$ cat config.mk
export PLATFORM = sky130hd
export DESIGN_NAME = line_rasterizer
export DESIGN_NICKNAME = d
export VERILOG_FILES = /design/src/rtl/lr_pkg.sv /design/src/rtl/lr_setup.sv /design/src/rtl/lr_walker.sv /design/src/rtl/line_rasterizer.sv
export VERILOG_INCLUDE_DIRS = /design/src /design/src/rtl
export SDC_FILE = /design/constraint.sdc
export NUM_CORES = 1
export LEC_CHECK = 0
export ABC_AREA = 1
export ABC_CLOCK_PERIOD_IN_PS = 11200
export BUFFER_PORTS_ARGS = -buffer_cell sky130_fd_sc_hd__buf_2
export CAP_MARGIN = 20
export CORE_MARGIN = 2
export CORE_UTILIZATION = 26
export DETAILED_ROUTE_END_ITERATION = 12
export HOLD_SLACK_MARGIN = 0.08
export PLACE_DENSITY = 0.49
export SYNTH_ARGS = -nofsm -noshare
export SYNTH_HDL_FRONTEND = slang
export SYNTH_SLANG_ARGS = --single-unit
export TNS_END_PERCENT = 1
$ cat constraint.sdc
create_clock -name i_clk -period 11.2 [get_ports i_clk]
set_clock_uncertainty 0.2 [all_clocks]
set_input_delay 2.24 -clock i_clk [delete_from_list [all_inputs] [get_ports i_clk]]
set_output_delay 2.24 -clock i_clk [all_outputs]
set_load 0.01 [all_outputs]
$ cat src/rtl/line_rasterizer_defines.svh
// ----------------------------------------------------------------------------
// line_rasterizer_defines
// Assertion macros shared by the line rasterizer modules. They expect i_clk
// and an active-low synchronous i_rst_n in the module that uses them.
// ----------------------------------------------------------------------------
`ifndef LINE_RASTERIZER_DEFINES_SVH
`define LINE_RASTERIZER_DEFINES_SVH

// consequent holds in the same cycle as the antecedent
`define LR_ASSERT_SAME(label, ante, cons, msg) \
    label: assert property (@(posedge i_clk) disable iff (!i_rst_n) \
        (ante) |-> (cons)) else $error(msg);

// consequent holds in the cycle after the antecedent
`define LR_ASSERT_NEXT(label, ante, cons, msg) \
    label: assert property (@(posedge i_clk) disable iff (!i_rst_n) \
        (ante) |=> (cons)) else $error(msg);

`endif

$ cat src/rtl/lr_pkg.sv
// ----------------------------------------------------------------------------
// lr_pkg
// Widths, types and register indexes shared by the line rasterizer.
// ----------------------------------------------------------------------------
package lr_pkg;

    localparam int COORD_BITS = 10;
    localparam int DELTA_BITS = COORD_BITS + 1;
    localparam int ERR_BITS   = COORD_BITS + 2;
    localparam int CLIP_BITS  = 11;
    localparam int CMP_BITS   = (COORD_BITS > CLIP_BITS) ? COORD_BITS : CLIP_BITS;
    localparam int CFG_IDX_BITS = 1;

    localparam logic [CLIP_BITS-1:0] CLIP_RESET = CLIP_BITS'(500);

    localparam logic [CFG_IDX_BITS-1:0] REG_CLIP_WIDTH  = CFG_IDX_BITS'(0);
    localparam logic [CFG_IDX_BITS-1:0] REG_CLIP_HEIGHT = CFG_IDX_BITS'(1);

    localparam logic KIND_LOAD = 1'b0;
    localparam logic KIND_STEP = 1'b1;

    typedef logic [COORD_BITS-1:0]       t_coord;
    typedef logic [DELTA_BITS-1:0]       t_delta;
    typedef logic signed [ERR_BITS-1:0]  t_err;
    typedef logic [CLIP_BITS-1:0]        t_clip;
    typedef logic [CMP_BITS-1:0]         t_cmp;

    // line setup handed from the setup logic to the walker
    typedef struct packed {
        t_coord major_pos;
        t_coord minor_pos;
        t_coord major_end;
        t_delta major_delta;
        t_delta minor_delta;
        t_err   error_term;
        logic   minor_neg;
        logic   steep;
    } t_line;

    typedef struct packed {
        logic load;
        logic step;
    } t_walk_ctl;

endpackage

$ cat src/rtl/lr_setup.sv
// ----------------------------------------------------------------------------
// lr_setup
// Octant setup for a new line: picks the major axis, orders the endpoints
// so the major axis runs upward and derives the deltas and error term.
// ----------------------------------------------------------------------------
module lr_setup (
    input  lr_pkg::t_coord i_x_start,
    input  lr_pkg::t_coord i_y_start,
    input  lr_pkg::t_coord i_x_end,
    input  lr_pkg::t_coord i_y_end,
    output lr_pkg::t_line  o_line
);

    lr_pkg::t_coord dx;
    lr_pkg::t_coord dy;
    lr_pkg::t_coord ma0;
    lr_pkg::t_coord mi0;
    lr_pkg::t_coord ma1;
    lr_pkg::t_coord mi1;
    lr_pkg::t_coord lo_major;
    lr_pkg::t_coord lo_minor;
    lr_pkg::t_coord hi_major;
    lr_pkg::t_coord hi_minor;
    lr_pkg::t_coord minor_abs;
    logic           steep;

    assign dx = (i_x_start > i_x_end) ? (i_x_start - i_x_end) : (i_x_end - i_x_start);
    assign dy = (i_y_start > i_y_end) ? (i_y_start - i_y_end) : (i_y_end - i_y_start);
    assign steep = dy > dx;

    always_comb begin
        if (steep) begin
            ma0 = i_y_start;
            mi0 = i_x_start;
            ma1 = i_y_end;
            mi1 = i_x_end;
        end else begin
            ma0 = i_x_start;
            mi0 = i_y_start;
            ma1 = i_x_end;
            mi1 = i_y_end;
        end
    end

    // walk the major axis upward
    always_comb begin
        if (ma0 > ma1) begin
            lo_major = ma1;
            lo_minor = mi1;
            hi_major = ma0;
            hi_minor = mi0;
        end else begin
            lo_major = ma0;
            lo_minor = mi0;
            hi_major = ma1;
            hi_minor = mi1;
        end
    end

    assign minor_abs = (lo_minor > hi_minor) ? (lo_minor - hi_minor)
                                             : (hi_minor - lo_minor);

    always_comb begin
        o_line.major_pos   = lo_major;
        o_line.minor_pos   = lo_minor;
        o_line.major_end   = hi_major;
        o_line.major_delta = lr_pkg::t_delta'(hi_major - lo_major);
        o_line.minor_delta = lr_pkg::t_delta'(minor_abs);
        o_line.error_term  = lr_pkg::t_err'(minor_abs) - lr_pkg::t_err'(hi_major - lo_major);
        o_line.minor_neg   = hi_minor < lo_minor;
        o_line.steep       = steep;
    end

endmodule

$ cat src/rtl/lr_walker.sv
// ----------------------------------------------------------------------------
// lr_walker
// Line state and pixel stepping. Holds the current Bresenham state and the
// result register; emits one pixel per step while a line is active and advances the line.
// ----------------------------------------------------------------------------
`include "line_rasterizer_defines.svh"

module lr_walker (
    input  logic              i_clk,
    input  logic              i_rst_n,
    input  lr_pkg::t_walk_ctl i_ctl,
    input  lr_pkg::t_line     i_line,
    input  lr_pkg::t_clip     i_clip_width,
    input  lr_pkg::t_clip     i_clip_height,
    input  logic              i_out_stall,
    output logic              o_out_valid,
    output lr_pkg::t_coord    o_pixel_x,
    output lr_pkg::t_coord    o_pixel_y,
    output logic              o_pixel_inside,
    output logic              o_last_pixel
);

    lr_pkg::t_coord r_major_pos;
    lr_pkg::t_coord r_minor_pos;
    lr_pkg::t_coord r_major_end;
    lr_pkg::t_delta r_major_delta;
    lr_pkg::t_delta r_minor_delta;
    lr_pkg::t_err   r_error_term;
    logic           r_minor_neg;
    logic           r_steep;
    logic           r_active;
    logic           r_out_valid;
    lr_pkg::t_coord r_pixel_x;
    lr_pkg::t_coord r_pixel_y;
    logic           r_pixel_inside;
    logic           r_last_pixel;

    lr_pkg::t_coord n_minor_pos;
    lr_pkg::t_err   n_error_term;
    lr_pkg::t_coord px;
    lr_pkg::t_coord py;
    logic           last;
    logic           step_fire;
    logic           err_ge;

    assign step_fire = i_ctl.step && r_active;
    assign last      = r_major_pos == r_major_end;
    assign err_ge    = !r_error_term[lr_pkg::ERR_BITS-1];

    assign px = r_steep ? r_minor_pos : r_major_pos;
    assign py = r_steep ? r_major_pos : r_minor_pos;

    always_comb begin
        n_minor_pos  = r_minor_pos;
        n_error_term = r_error_term + lr_pkg::t_err'(r_minor_delta);
        if (err_ge) begin
            n_minor_pos  = r_minor_neg ? (r_minor_pos - lr_pkg::t_coord'(1))
                                       : (r_minor_pos + lr_pkg::t_coord'(1));
            n_error_term = n_error_term - lr_pkg::t_err'(r_major_delta);
        end
    end

    // line state
    always_ff @(posedge i_clk) begin
        if (!i_rst_n) begin
            r_major_pos   <= '0;
            r_minor_pos   <= '0;
            r_major_end   <= '0;
            r_major_delta <= '0;
            r_minor_delta <= '0;
            r_error_term  <= '0;
            r_minor_neg   <= 1'b0;
            r_steep       <= 1'b0;
            r_active      <= 1'b0;
        end else if (i_ctl.load) begin
            r_major_pos   <= i_line.major_pos;
            r_minor_pos   <= i_line.minor_pos;
            r_major_end   <= i_line.major_end;
            r_major_delta <= i_line.major_delta;
            r_minor_delta <= i_line.minor_delta;
            r_error_term  <= i_line.error_term;
            r_minor_neg   <= i_line.minor_neg;
            r_steep       <= i_line.steep;
            r_active      <= 1'b1;
        end else if (step_fire) begin
            if (last) begin
                r_active <= 1'b0;
            end else begin
                r_major_pos  <= r_major_pos + lr_pkg::t_coord'(1);
                r_minor_pos  <= n_minor_pos;
                r_error_term <= n_error_term;
            end
        end
    end

    // result register
    always_ff @(posedge i_clk) begin
        if (!i_rst_n) begin
            r_out_valid <= 1'b0;
        end else if (step_fire) begin
            r_out_valid <= 1'b1;
        end else if (!i_out_stall) begin
            r_out_valid <= 1'b0;
        end
    end

    always_ff @(posedge i_clk) begin
        if (step_fire) begin
            r_pixel_x      <= px;
            r_pixel_y      <= py;
            r_pixel_inside <= (lr_pkg::t_cmp'(px) < lr_pkg::t_cmp'(i_clip_width)) &&
                              (lr_pkg::t_cmp'(py) < lr_pkg::t_cmp'(i_clip_height));
            r_last_pixel   <= last;
        end
    end

    assign o_out_valid    = r_out_valid;
    assign o_pixel_x      = r_pixel_x;
    assign o_pixel_y      = r_pixel_y;
    assign o_pixel_inside = r_pixel_inside;
    assign o_last_pixel   = r_last_pixel;

    `LR_ASSERT_SAME(a_step_room, i_ctl.step, !r_out_valid || !i_out_stall,
        "step issued while the result register is still held")
    `LR_ASSERT_SAME(a_load_step_excl, i_ctl.load, !i_ctl.step,
        "load and step issued together")
    `LR_ASSERT_NEXT(a_step_emits, step_fire, r_out_valid,
        "active step gave no result")
    `LR_ASSERT_NEXT(a_last_ends, step_fire && last, !r_active,
        "line still active after its last pixel")
    `LR_ASSERT_SAME(a_major_bound, r_active, r_major_pos <= r_major_end,
        "major position ran past the line end")

endmodule

$ cat src/rtl/line_rasterizer.sv
// ----------------------------------------------------------------------------
// line_rasterizer
// Bresenham line generator, one pixel per step transaction.
// ----------------------------------------------------------------------------
// Input channel (i_in_valid / o_in_stall): a transaction with i_kind load
// sets up a new line from the two endpoints and gives no output; a
// transaction with i_kind step emits the next pixel of the active line, or
// nothing when no line is active. A load while a line is active replaces it.
// Output channel (o_out_valid / i_out_stall): one transaction per pixel with
// its coordinates, an inside-clip flag and a last-pixel flag.
// Throughput: one input transaction per cycle while o_in_stall is low; a line
// of n pixels takes one load and n step transactions. A step accepted goes
// into the input register; its pixel passes through the result register to
// the output. The setup and step logic both sit in a single stage between them.
// Clip registers are written through i_cfg_we / i_cfg_index / i_cfg_data; the
// user must write them only while the block is idle; the block does not enforce it.
// Reset: no line active, no output pending, clip width and height at 500.
// When the receiver stalls, the result holds and the input register fills;
// o_in_stall then rises until the result is taken.
// ----------------------------------------------------------------------------
module line_rasterizer (
    input  logic                             i_clk,
    input  logic                             i_rst_n,
    input  logic                             i_cfg_we,
    input  logic [lr_pkg::CFG_IDX_BITS-1:0]  i_cfg_index,
    input  logic [lr_pkg::CLIP_BITS-1:0]     i_cfg_data,
    input  logic                             i_in_valid,
    output logic                             o_in_stall,
    input  logic                             i_kind,
    input  lr_pkg::t_coord                   i_x_start,
    input  lr_pkg::t_coord                   i_y_start,
    input  lr_pkg::t_coord                   i_x_end,
    input  lr_pkg::t_coord                   i_y_end,
    output logic                             o_out_valid,
    input  logic                             i_out_stall,
    output lr_pkg::t_coord                   o_pixel_x,
    output lr_pkg::t_coord                   o_pixel_y,
    output logic                             o_pixel_inside,
    output logic                             o_last_pixel
);

    lr_pkg::t_clip     r_clip_width;
    lr_pkg::t_clip     r_clip_height;
    logic              r_in_valid;
    logic              r_kind;
    lr_pkg::t_coord    r_x_start;
    lr_pkg::t_coord    r_y_start;
    lr_pkg::t_coord    r_x_end;
    lr_pkg::t_coord    r_y_end;

    logic              out_free;
    logic              in_accept;
    logic              consume;
    lr_pkg::t_walk_ctl walk_ctl;
    lr_pkg::t_line     setup_line;

    // result slot is free when empty or being taken this cycle
    assign out_free   = !o_out_valid || !i_out_stall;
    assign consume    = r_in_valid && out_free;
    assign o_in_stall = r_in_valid && !out_free;
    assign in_accept  = i_in_valid && !o_in_stall;

    always_ff @(posedge i_clk) begin
        if (!i_rst_n) begin
            r_clip_width  <= lr_pkg::CLIP_RESET;
            r_clip_height <= lr_pkg::CLIP_RESET;
        end else if (i_cfg_we) begin
            unique case (i_cfg_index)
                lr_pkg::REG_CLIP_WIDTH:  r_clip_width  <= i_cfg_data;
                lr_pkg::REG_CLIP_HEIGHT: r_clip_height <= i_cfg_data;
                default: ;
            endcase
        end
    end

    always_ff @(posedge i_clk) begin
        if (!i_rst_n) begin
            r_in_valid <= 1'b0;
        end else if (in_accept) begin
            r_in_valid <= 1'b1;
        end else if (consume) begin
            r_in_valid <= 1'b0;
        end
    end

    always_ff @(posedge i_clk) begin
        if (in_accept) begin
            r_kind    <= i_kind;
            r_x_start <= i_x_start;
            r_y_start <= i_y_start;
            r_x_end   <= i_x_end;
            r_y_end   <= i_y_end;
        end
    end

    always_comb begin
        walk_ctl.load = consume && (r_kind == lr_pkg::KIND_LOAD);
        walk_ctl.step = consume && (r_kind == lr_pkg::KIND_STEP);
    end

    lr_setup u_setup (
        .i_x_start (r_x_start),
        .i_y_start (r_y_start),
        .i_x_end   (r_x_end),
        .i_y_end   (r_y_end),
        .o_line    (setup_line)
    );

    lr_walker u_walker (
        .i_clk          (i_clk),
        .i_rst_n        (i_rst_n),
        .i_ctl          (walk_ctl),
        .i_line         (setup_line),
        .i_clip_width   (r_clip_width),
        .i_clip_height  (r_clip_height),
        .i_out_stall    (i_out_stall),
        .o_out_valid    (o_out_valid),
        .o_pixel_x      (o_pixel_x),
        .o_pixel_y      (o_pixel_y),
        .o_pixel_inside (o_pixel_inside),
        .o_last_pixel   (o_last_pixel)
    );

endmodule

### After elaboration in Yosys (flattened, before gate mapping)

Cells that the tools add are included.
W data, S select, Z words.

| storage, ports and cells | value |
|---|---|
| flip-flop bits (word level) | 153 |
| input bits | 58 |
| logic and storage cells | 102 |

| cells by class | value |
|---|---|
| $add $sub $neg | 14 |
| order comparisons | 8 |
| equal/unequal tests | 4 |
| mux-type cells | 32 |
| bitwise gates (word level) | 2 |
| reductions and logical operators | 20 |

Operators with widths:

| kind | number |
|---|---|
| $mux W10 | 21 |
| $sub A10 B10 Y10 | 6 |
| $gt A10 B10 Y1 | 5 |
| $mux W12 | 4 |
| $lt A10 B11 Y1 | 2 |
| $sub A10 B10 Y11 | 2 |
| $add A10 B1 Y10 const B | 2 |
| $add A12 B11 Y12 | 1 |
| $sub A11 B12 Y12 | 1 |
| $sub A12 B12 Y12 | 1 |
| $eq A10 B10 Y1 | 1 |
| $lt A10 B10 Y1 | 1 |
| $sub A10 B1 Y10 const B | 1 |
| $reduce_and A2 Y1 | 4 |
| $logic_and A1 B1 Y1 | 7 |
| $mux W1 | 7 |
| $ne A2 B1 Y1 const B | 3 |
| $reduce_bool A2 Y1 | 3 |
| $logic_not A1 Y1 | 4 |
| $reduce_and A3 Y1 | 1 |
| $not A1 Y1 | 2 |
| $logic_or A1 B1 Y1 | 1 |

### Logic depth before layout (Yosys ltp)

Gate-level depths: netlist (run 1).

| logic depth | value |
|---|---|
| depth in word-level cells | 10 |
| mapped depth | 68 |

### Cells and area by module

Synthesis (run 1) repeated with hierarchy kept, for this count alone.

| second synthesis, totals | value |
|---|---|
| cells, all modules | 1861 |
| area, all modules | 13023.7 um2 |

By module, submodules not included:

| module | times used | cells each | area an instance (um2) | sequential area each (um2) |
|---|---|---|---|---|
| lr_walker | 1 | 871 | 6054.6 | 2021.9 |
| lr_setup | 1 | 827 | 4850.9 | 0.0 |
| line_rasterizer | 1 | 163 | 2118.3 | 1691.6 |

### Worst setup path before layout (run 1)

Ideal clock, no wire load.

| timing | value |
|---|---|
| path kind | reg-to-reg |
| start | reg r_y_start[0] |
| end | reg u_walker.r_error_term[9] |
| setup time | 0.074 ns |
| data arrival time | 9.684 ns |
| data required time | 10.926 ns |
| slack | 1.242 ns |
| stages on the path, launching flop included | 64 |
| buffers on the path | 5 |
| clock period less this slack | 9.958 ns |
| cells stage by stage | edfxtp_1 > inv_1 > ha_1 > inv_1 > fa_1 > a221oi_1 > nor3_1 > a211oi_1 > o21ai_0 > nand2_1 > inv_1 > o21ai_0 > o221ai_1 > xor2_1 > inv_1 > ha_1 > nand2_1 > nor2_4 > [... 28 more ...] > nand2_1 > o21ai_0 > xor2_1 > inv_1 > ha_1 > a21oi_1 > o21ai_0 > a21oi_1 > inv_1 > a21oi_1 > o21ai_0 > inv_1 > nor2_1 > o21ai_0 > nand2_1 > a21oi_1 > o21ai_0 > a31oi_1 |

RTL lines:

| item | line | RTL |
|---|---|---|
| from (decl) | line_rasterizer.sv:47 | `lr_pkg::t_coord r_y_start;` |
| from (signal assigned) | line_rasterizer.sv:90 | `r_y_start <= i_y_start;` |
| to (signal assigned) | lr_walker.sv:81 | `r_error_term <= i_line.error_term;` |
| to (signal assigned) | lr_walker.sv:91 | `r_error_term <= n_error_term;` |
| to (decl) | lr_walker.sv:28 | `lr_pkg::t_err r_error_term;` |

==> results.py, run 1 <==
metrics = {
    "placement": {
        "post-place-cells": 2332,
        "gp_congestion": 0.880,
        "dp_slack_ns": 0.0528,
        "place_hpwl_um": 29200,
        "place.port_buffers": 81,
    },
    "clocking": {
        "cts_made_buffers": 17,
        "clockBufferDepth": 2,
        "cts.sinks": 153,
        "cts.htree.levels": 4,
        "clkLatencyLatePin_ns": 0.46,
        "cts.clk_slew.worst_paths_ns": 0.07,
        "cts_root_buf": "clkbuf_16",
        "cts_tree": "built",
    },
    "worst_setup_path": {
        "crit_path_end_kind": "register",
        "r2r_start": "r_x_start[5]$_DFFE_PP_",
        "cp.required_ns": 11.38,
        "start_kind": "register",
        "r2r_end": "u_walker.r_error_term[9]$_SDFFE_PN0P_",
        "setup.worst_path.end": "u_walker.r_error_term[9]$_SDFFE_PN0P_",
        "cp-startpoint": "r_x_start[5]$_DFFE_PP_",
        "cp_common_cell": "inv_1",
        "r2r_slack_ns": 0.96,
        "worst-r2r-cell-count": 58,
        "crit_arrival_ns": 10.42,
        "critPathKind": "reg -> reg",
        "cpPeakStageDelay_ns": 0.44,
        "critPathMaxFanout": 39,
        "cpMaxStageDelayCell": "edfxtp_1",
    },
    "sta": {
        "post-route-min-period_ns": 10.24,
        "layout_setup_ws_ns": 0.962,
        "finalMaxSlewViolations": 0,
        "fin_crit_sh_pct": 91.4,
        "hold_viol": 0,
        "finalSetupViolCount": 0,
        "clock.fmax_mhz": 97.7,
        "worst_slew_pin_slew_ns": 0.901,
        "max_slew_margin_pct": 39.9,
    },
    "synthesis": {
        "synth-seq-cells": 153,
        "synth_area_leader_cell": "edfxtp_1",
        "synth.avg_cell_area_um2": 7.29,
        "synth_cell_types": 57,
        "syn_area_mm2": 0.0122,
        "synth_edf_count": 63,
        "yosys.area.top_type_share_pct": 15.4,
        "synth_most_common_cell": "nand2_1",
        "synth.yosys.seq_area_share_pct": 30.2,
        "yosysWarnings": 0,
        "synthCells": 1679,
        "yosys-top-cells-area": "edfxtp_1, dfxtp_1, ha_1, nand2_1, inv_1",
        "synth_top_flop_cell": "dfxtp_1",
        "async_flop_share_pct": 0,
        "yosys-top-cells-count": "nand2_1, inv_1, o21ai_0",
        "synthesis.nets": 1882,
    },
    "global_route": {
        "grt.overflow.total": 0,
        "grtUsageTotal_pct": 15.0,
        "antenna_found_initial": 0,
        "grt_max_degree": 72,
        "grt_first_pass_wirelength_um": 58100,
        "grt_pass1_vias": 10800,
    },
    "hold_path": {
        "min_path_type": "reg -> reg",
    },
    "final_layout": {
        "layout-drive-gt1-share_pct": 10.9,
        "n_antenna_cell": 0,
        "final_util_pct": 30.1,
        "final_cell_count_no_fill": 2375,
        "syn_to_final_growth_pct": 14.4,
        "fin_nets": 1958,
    },
    "run": {
        "maxCapViolCount": 0,
    },
    "floorplanning": {
        "initial_core_util_pct": 26.3,
        "die_y_um": 221,
        "num_rows": 79,
        "die_w_um": 221,
        "io_pins": 82,
        "coreArea_mm2": 0.0466,
        "die-area_mm2": 0.0488,
    },
    "detailed_routing": {
        "drc": 0,
        "drt_iter0_drc": 650,
        "firstDrtPassIters": 5,
        "wl_per_cell_um": 15.3,
        "via_count": 11000,
        "drt-total-wl_um": 36200,
        "via_per_inst": 4.63,
        "ant_nets": 0,
    },
    "run_status": {
        "status": "finished clean",
    },
}
==> per-stage QoR <==
stage	cell area, um2	hold slack, ns	setup TNS [ns]
3_3_place_gp	13300	0.263	0
3_5_place_dp	13300	0.276	0
4_1_cts	13900	0.284	0
6_report	14000	0.282	0
5_1_grt	14000	0.310	-0.00103
2_1_floorplan	12200	0.230	0
==> final cells by class <==
class	instances	area, um2
Multi-Input combinational cell	1189	7320
Tap cell	607	759
Clock buffer	21	472
Timing Repair Buffer	105	593
Inverter	289	1080
Fill cell	5032	32500
Clock inverter	11	86.3
Sequential cell	153	3690
==> critical path: cells and delay by family, from the launching register on <==
family                   cells  cell delay [ns]
AO/OA/AOI/OAI               25             4.33
XOR/XNOR                     2             0.36
adder cells (fa/ha/maj)      6             2.03
buffers and inverters       11             1.21
flip-flops                   1             0.44
AND/OR/NAND/NOR             14             1.59
==> cell families (layout without fill, tap and decap cells) <==
| logic type | count (synthesis) | after routing | share of synthesized area [%] |
|---|---|---|---|
| muxes | 8 | 8 | 0.654 |
| xor gates and xnor gates | 54 | 54 | 3.86 |
| adders and majority gates | 145 | 145 | 15.4 |
| buffers and inverters | 338 | 426 | 10.5 |
| AOI/OAI and AO/OA | 424 | 424 | 19.2 |
| and+or+nand+nor | 557 | 558 | 20.2 |
| DFF | 153 | 153 | 30.2 |
==> layer usage <==
layer  part of all wire (%)  track usage [%]  vias to the layer above
li1                       -                -                     5710
met1                     49             19.7                     5059
met2                     45             24.5                      192
met3                    3.4             2.99                       44
met4                    2.2             4.65                        0
met5                      0                0                        -
==> how the worst min path moves through the flow <==
stage               slack [ns]                               endpoint                             startpoint  cells after the start
floorplan                 0.23          r_clip_height[0]$_SDFFE_PN0P_          r_clip_height[0]$_SDFFE_PN0P_                      2
CTS                       0.28  u_walker.r_error_term[8]$_SDFFE_PN0P_  u_walker.r_error_term[8]$_SDFFE_PN0P_                      2
detailed placement        0.28         u_walker.r_active$_SDFFE_PN0P_         u_walker.r_active$_SDFFE_PN0P_                      2
global route              0.31          r_clip_height[0]$_SDFFE_PN0P_          r_clip_height[0]$_SDFFE_PN0P_                      2
global placement          0.26         u_walker.r_active$_SDFFE_PN0P_         u_walker.r_active$_SDFFE_PN0P_                      2
finish                    0.28  u_walker.r_error_term[8]$_SDFFE_PN0P_  u_walker.r_error_term[8]$_SDFFE_PN0P_                      2
==> cell usage in the layout, fill, tap and decap left out, types with 17 or more instances in the layout <==
| master | instances |
|---|---|
| nand3_1 | 65 |
| nor2_1 | 79 |
| edfxtp_1 | 63 |
| clkbuf_16 | 18 |
| ha_1 | 134 |
| a21oi_1 | 152 |
| buf_2 | 81 |
| nand2_2 | 17 |
| o211ai_1 | 19 |
| buf_4 | 23 |
| o21ai_0 | 171 |
| nand2_1 | 328 |
| dfxtp_1 | 90 |
| inv_1 | 284 |
| xor2_1 | 41 |
==> registers in the layout (all words and copies together), names as in the netlist, 10 cells and up <==
signal,cells
r_x_end,10
r_clip_height,11
u_walker.r_minor_delta,10
u_walker.r_major_end,10
u_walker.r_error_term,12
u_walker.r_minor_pos,10
u_walker.o_pixel_x,10
u_walker.r_major_delta,11
u_walker.o_pixel_y,10
r_y_start,10
r_clip_width,11
r_y_end,10
r_x_start,10
u_walker.r_major_pos,10
==> repair_timing <==
| action | in CTS | in global routing |
|---|---|---|
| setup buffers | 0 | 9 |
| gates resized for setup | 0 | 20 |
| hold buffers | 0 | 0 |
| setup endpoints to repair | 0 | 9 |
Power of run 1 is not shown: default switching activity piles up to over one toggle a cycle in this logic, so the estimate is an artifact.
==> run 2: changes to the inputs <==
--- a/config.mk
+++ b/config.mk
@@ -7,14 +7,14 @@
 export NUM_CORES = 1
 export LEC_CHECK = 0
 export ABC_AREA = 1
-export ABC_CLOCK_PERIOD_IN_PS = 11200
+export ABC_CLOCK_PERIOD_IN_PS = 8900
 export BUFFER_PORTS_ARGS = -buffer_cell sky130_fd_sc_hd__buf_2
 export CAP_MARGIN = 20
 export CORE_MARGIN = 2
 export CORE_UTILIZATION = 26
 export DETAILED_ROUTE_END_ITERATION = 12
 export HOLD_SLACK_MARGIN = 0.08
-export PLACE_DENSITY = 0.49
+export PLACE_DENSITY = 0.5
 export SYNTH_ARGS = -nofsm -noshare
 export SYNTH_HDL_FRONTEND = slang
 export SYNTH_SLANG_ARGS = --single-unit
==> constraint.sdc (replaced) <==
create_clock -name i_clk -period 8.9 [get_ports i_clk]
set_clock_uncertainty 0.2 [all_clocks]
set_input_delay 1.78 -clock i_clk [delete_from_list [all_inputs] [get_ports i_clk]]
set_output_delay 1.78 -clock i_clk [all_outputs]
set_load 0.01 [all_outputs]
==> run 2 against run 1 <==
Compared with the run above:
- count of clock-buffer cells in the layout down 3
- utilization up 4.4 points
- hold slack worse by 0.0093 ns
- highest routed layer unchanged
- critical path depth up 2
- first-iteration DRC count up 3.1%
- sequential cell count unchanged
- critical endpoint is now u_walker.r_error_term[10]$_SDFFE_PN0P_
- wire length up 7.6%
- die area unchanged
- sequential share of layout area down 3.4 points
==> results.py, run 2 (synthesized netlist as in run 1, its figures left out) <==
metrics = {
    "global_route": {
        "antenna_found_initial": 0,
        "grt_pass1_vias": 11300,
        "grt_first_pass_wirelength_um": 60400,
        "grtUsageTotal_pct": 15.6,
        "grt_max_degree": 72,
        "grt.overflow.total": 0,
    },
    "floorplanning": {
        "die_w_um": 221,
        "io_pins": 82,
        "initial_core_util_pct": 26.3,
        "coreArea_mm2": 0.0466,
        "die-area_mm2": 0.0488,
        "die_y_um": 221,
        "num_rows": 79,
    },
    "placement": {
        "gp_congestion": 0.898,
        "place_hpwl_um": 30500,
        "dp_slack_ns": -0.239,
        "place.port_buffers": 81,
    },
    "sta": {
        "finalMaxSlewViolations": 0,
        "clock.fmax_mhz": 112,
        "max_slew_margin_pct": 37.8,
        "hold_viol": 0,
        "layout_setup_ws_ns": 0.00548,
        "post-route-min-period_ns": 8.89,
        "rsz0062_at_grt": "yes",
        "fin_crit_sh_pct": 99.9,
        "worst_slew_pin_slew_ns": 0.933,
        "tns_ns": 0,
        "finalSetupViolCount": 0,
    },
    "worst_setup_path": {
        "crit_family": "compound AO/OA/AOI/OAI gates",
        "critPathMaxFanout": 7,
        "critPathKind": "reg -> reg",
        "cpPeakStageDelay_ns": 0.40,
        "path_buf_inv": 12,
        "crit_path_end_kind": "register",
        "start_kind": "register",
        "crit_arrival_ns": 9.08,
        "cp.required_ns": 9.09,
        "cpMaxStageDelayCell": "fa_2",
    },
    "final_layout": {
        "largest_reg_flops": 12,
        "n_antenna_cell": 0,
        "max_flop_register": "u_walker.r_error_term",
        "syn_to_final_growth_pct": 31.3,
        "layout_commonest_cell": "nand2_1",
        "fin_nets": 2113,
        "layout-drive-gt1-share_pct": 24.4,
        "final_cell_mix": "nand2_1, inv_1, buf_4",
    },
    "detailed_routing": {
        "ant_nets": 0,
        "drc": 0,
        "drt_iter0_drc": 670,
        "via_per_inst": 4.66,
        "firstDrtPassIters": 5,
        "wl_per_cell_um": 15.4,
        "drt-total-wl_um": 39000,
        "via_count": 11800,
    },
    "clocking": {
        "cts.clk_slew.worst_paths_ns": 0.07,
        "clkLatencyLatePin_ns": 0.47,
        "cts_root_buf": "clkbuf_16",
        "cts_tree": "built",
        "cts.htree.levels": 4,
        "cts_made_buffers": 17,
        "cts.sinks": 153,
        "clockBufferDepth": 2,
        "holdBufCountCts": 0,
    },
    "hold_path": {
        "min_path_type": "reg -> reg",
    },
    "run_status": {
        "status": "finished clean",
    },
    "run": {
        "maxCapViolCount": 0,
    },
}
==> run 2: cell types whose count changed in the layout (fill, tap and decap cells not counted), moves of 16 or more <==
cell,delta
buf_4,+137
o21ai_0,-31
o21ai_2,+21
nand2_1,-20
ha_1,-18
inv_1,-17
ha_4,+16
==> run 2: metrics by stage <==
stage	std cells	area (um2)	util (%)	hold WS, ns
2_1_floorplan	1679	12500	-	0.230
3_3_place_gp	2461	14500	31.1	0.258
3_5_place_dp	2462	14500	31.1	0.269
4_1_cts	2506	15300	32.9	0.278
5_1_grt	2530	16100	34.5	0.294
6_report	2530	16100	34.5	0.272
==> run 2: final cells by class <==
cell class,count,area (um2)
Sequential cell,153,3690
Timing Repair Buffer,260,1910
Inverter,289,1090
Clock buffer,18,429
Tap cell,607,759
Fill cell,4938,30500
Multi-Input combinational cell,1189,8030
Clock inverter,14,165
==> run 2: path summary, 6_finish.rpt <==
| path | start | to | slack, ns | cells after the start |
|---|---|---|---|---|
| hold / removal | r_clip_height[9]$_SDFFE_PN0P_ | r_clip_height[9]$_SDFFE_PN0P_ | 0.27 | 2 |
| setup / recovery | r_y_start[0]$_DFFE_PP_ | u_walker.r_error_term[10]$_SDFFE_PN0P_ | 0.005 | 60 |
| hold reg to reg | r_clip_height[9]$_SDFFE_PN0P_ | r_clip_height[9]$_SDFFE_PN0P_ | 0.27 | 2 |
| setup reg to reg | r_y_start[0]$_DFFE_PP_ | u_walker.r_error_term[10]$_SDFFE_PN0P_ | 0.005 | 60 |
==> run 2: per-layer routing <==
metal	vias up	share of wire [%]	wire length (um)	GRT usage (%)
met3	38	3.8	1480	2.40
met5	-	0	0	0
li1	6019	-	-	-
met4	0	1.9	733	4.98
met2	253	47	18500	26.3
met1	5477	47	18300	20.4
==> run 2: worst reg2reg max path, delay by kind of cell (launching register included) <==
family	cells	cell delay, ns
AO/OA/AOI/OAI	18	2.37
XOR/XNOR	2	0.45
adder cells (fa/ha/maj)	7	1.97
buffers and inverters	12	1.03
flip-flops	1	0.39
multiplexers	1	0.19
AND/OR/NAND/NOR	20	2.23
==> run 2: timing repair <==
| action | 4_1_cts | 5_1_grt |
|---|---|---|
| pin swaps | 24 | 67 |
| gates resized for setup | 25 | 137 |
| endpoints found under the setup margin | 6 | 10 |
| gates cloned | 1 | 3 |
| buffers inserted | 11 | 21 |
Power of run 2 is left out for the same reason.
==> run 3: changes to the inputs <==
--- a/config.mk
+++ b/config.mk
@@ -12,6 +12,7 @@
 export CAP_MARGIN = 20
 export CORE_MARGIN = 2
 export CORE_UTILIZATION = 26
+export CTS_BUF_LIST = sky130_fd_sc_hd__clkbuf_2 sky130_fd_sc_hd__clkbuf_4 sky130_fd_sc_hd__clkbuf_8
 export DETAILED_ROUTE_END_ITERATION = 12
 export HOLD_SLACK_MARGIN = 0.08
 export PLACE_DENSITY = 0.5
==> run 3 against run 2 <==
Compared with the run above:
- wire length decreased by 0.13%
- sequential cell count did not move
- largest cell class unchanged
- final area is 1.1% lower
- via count up 0.11%
- first-iteration DRC count decreased by 1.2%
- global-route usage barely moved
==> results.py, run 3 (synthesized netlist as in run 1, its figures left out) <==
metrics = {
    "final_layout": {
        "layout-drive-gt1-share_pct": 24.5,
        "syn_to_final_growth_pct": 29.9,
        "final_cell_mix": "nand2_1, inv_1, buf_4",
        "max_flop_register": "u_walker.r_error_term",
        "final_cell_count_no_fill": 2531,
        "layout_commonest_cell": "nand2_1",
        "fill_cells": 4965,
        "fin_nets": 2113,
        "design_area_mm2": 0.0159,
        "largest_reg_flops": 12,
    },
    "global_route": {
        "grtUsageTotal_pct": 15.6,
        "grt_first_pass_wirelength_um": 60400,
        "antenna_found_initial": 1,
        "grt_max_degree": 72,
        "grt.overflow.total": 0,
        "grt_pass1_vias": 11200,
    },
    "worst_setup_path": {
        "cp-startpoint": "r_y_start[0]$_DFFE_PP_",
        "r2r_start": "r_y_start[0]$_DFFE_PP_",
        "cpMaxStageDelayCell": "edfxtp_1",
        "crit_family": "compound AO/OA/AOI/OAI gates",
        "worst-r2r-cell-count": 59,
        "cp.required_ns": 9.14,
        "crit_path_end_kind": "register",
        "crit_arrival_ns": 9.12,
        "path_buf_inv": 14,
        "critPathMaxFanout": 7,
        "crit_cells": 59,
        "start_kind": "register",
        "critPathKind": "reg -> reg",
        "cpPeakStageDelay_ns": 0.40,
    },
    "placement": {
        "post-place-cells": 2462,
        "place.port_buffers": 81,
        "place_area_mm2": 0.0145,
        "gp_congestion": 0.898,
        "dp_slack_ns": -0.239,
        "place_hpwl_um": 30500,
    },
    "detailed_routing": {
        "ant_nets": 0,
        "drt-total-wl_um": 38900,
        "via_per_inst": 4.66,
        "drt_iter0_drc": 662,
        "drc": 0,
        "firstDrtPassIters": 9,
        "wl_per_cell_um": 15.4,
        "via_count": 11800,
    },
    "sta": {
        "layout_setup_ws_ns": 0.0246,
        "finalSetupViolCount": 0,
        "hold_viol": 0,
        "rsz0062_at_grt": "yes",
        "fin_crit_sh_pct": 99.7,
        "finalMaxSlewViolations": 0,
        "tns_ns": 0,
        "post-route-min-period_ns": 8.88,
        "clock.fmax_mhz": 113,
        "worst_slew_pin_slew_ns": 0.937,
        "max_slew_margin_pct": 37.5,
    },
    "clocking": {
        "cts.sinks": 153,
        "clockBufferDepth": 2,
        "cts_tree": "built",
        "cts.clk_slew.worst_paths_ns": 0.09,
        "clkLatencyLatePin_ns": 0.52,
        "holdBufCountCts": 0,
        "cts_made_buffers": 17,
        "cts_root_buf": "clkbuf_8",
        "cts.htree.levels": 4,
    },
    "floorplanning": {
        "die_w_um": 221,
        "coreArea_mm2": 0.0466,
        "die_y_um": 221,
        "num_rows": 79,
        "die-area_mm2": 0.0488,
        "initial_core_util_pct": 26.3,
        "io_pins": 82,
    },
    "hold_path": {
        "min_path_type": "reg -> reg",
        "hold_path_startpoint": "r_clip_height[9]$_SDFFE_PN0P_",
        "holdPathStages": 2,
    },
    "run_status": {
        "status": "finished clean",
    },
    "run": {
        "maxCapViolCount": 0,
    },
}
## run 3: cell count changes in the layout (fill, tap and decap cells not counted), sizes merged
cell   change
diode      +1
## run 3: worst register-to-register path, delay by kind of cell (launching register included)
| kind | cells | cell delay, ns |
|---|---|---|
| xor+xnor | 2 | 0.47 |
| simple gates | 18 | 1.77 |
| flops | 1 | 0.40 |
| mux | 1 | 0.23 |
| compound gates | 17 | 2.44 |
| buf+inv | 14 | 1.32 |
| fa+ha+maj | 7 | 2.00 |
## run 3: area by class of cell
type | count | area (um2) | share of cell area, %
Timing Repair Buffer | 260 | 1910 | 12.0
Inverter | 289 | 1090 | 6.85
Antenna cell | 1 | 2.50 | 0.0157
Clock buffer | 18 | 241 | 1.52
Multi-Input combinational cell | 1189 | 8040 | 50.6
Tap cell | 607 | 759 | 4.78
Clock inverter | 14 | 165 | 1.04
Sequential cell | 153 | 3690 | 23.2
## run 3: routing by layer
layer | GRT usage [%] | part of all wire [%] | vias to the layer above
met2 | 26.1 | 47 | 259
met4 | 4.59 | 2.0 | 0
li1 | - | - | 6013
met5 | 0 | 0 | -
met3 | 2.84 | 4.0 | 42
met1 | 20.4 | 47 | 5486
## run 3: stage by stage
stage,hold slack [ns],utilization (%)
4_1_cts,0.281,32.5
2_1_floorplan,0.230,-
5_1_grt,0.298,34.2
3_5_place_dp,0.269,31.1
6_report,0.276,34.2
3_3_place_gp,0.258,31.1
## run 3: worst paths after layout
| path | slack, ns | endpoint |
|---|---|---|
| setup reg to reg | 0.02 | u_walker.r_error_term[11]$_SDFFE_PN0P_ |
| hold reg to reg | 0.28 | r_clip_height[9]$_SDFFE_PN0P_ |
| setup / recovery | 0.02 | u_walker.r_error_term[11]$_SDFFE_PN0P_ |
| hold / removal | 0.28 | r_clip_height[9]$_SDFFE_PN0P_ |
## run 3: what timing repair did
item / in CTS / in global routing
setup buffers: 11 / 21
resized for setup: 25 / 139
gates cloned: 1 / 3
endpoints found under the setup margin: 6 / 10
pin swaps: 24 / 72
Power of run 3 is left out for the same reason.
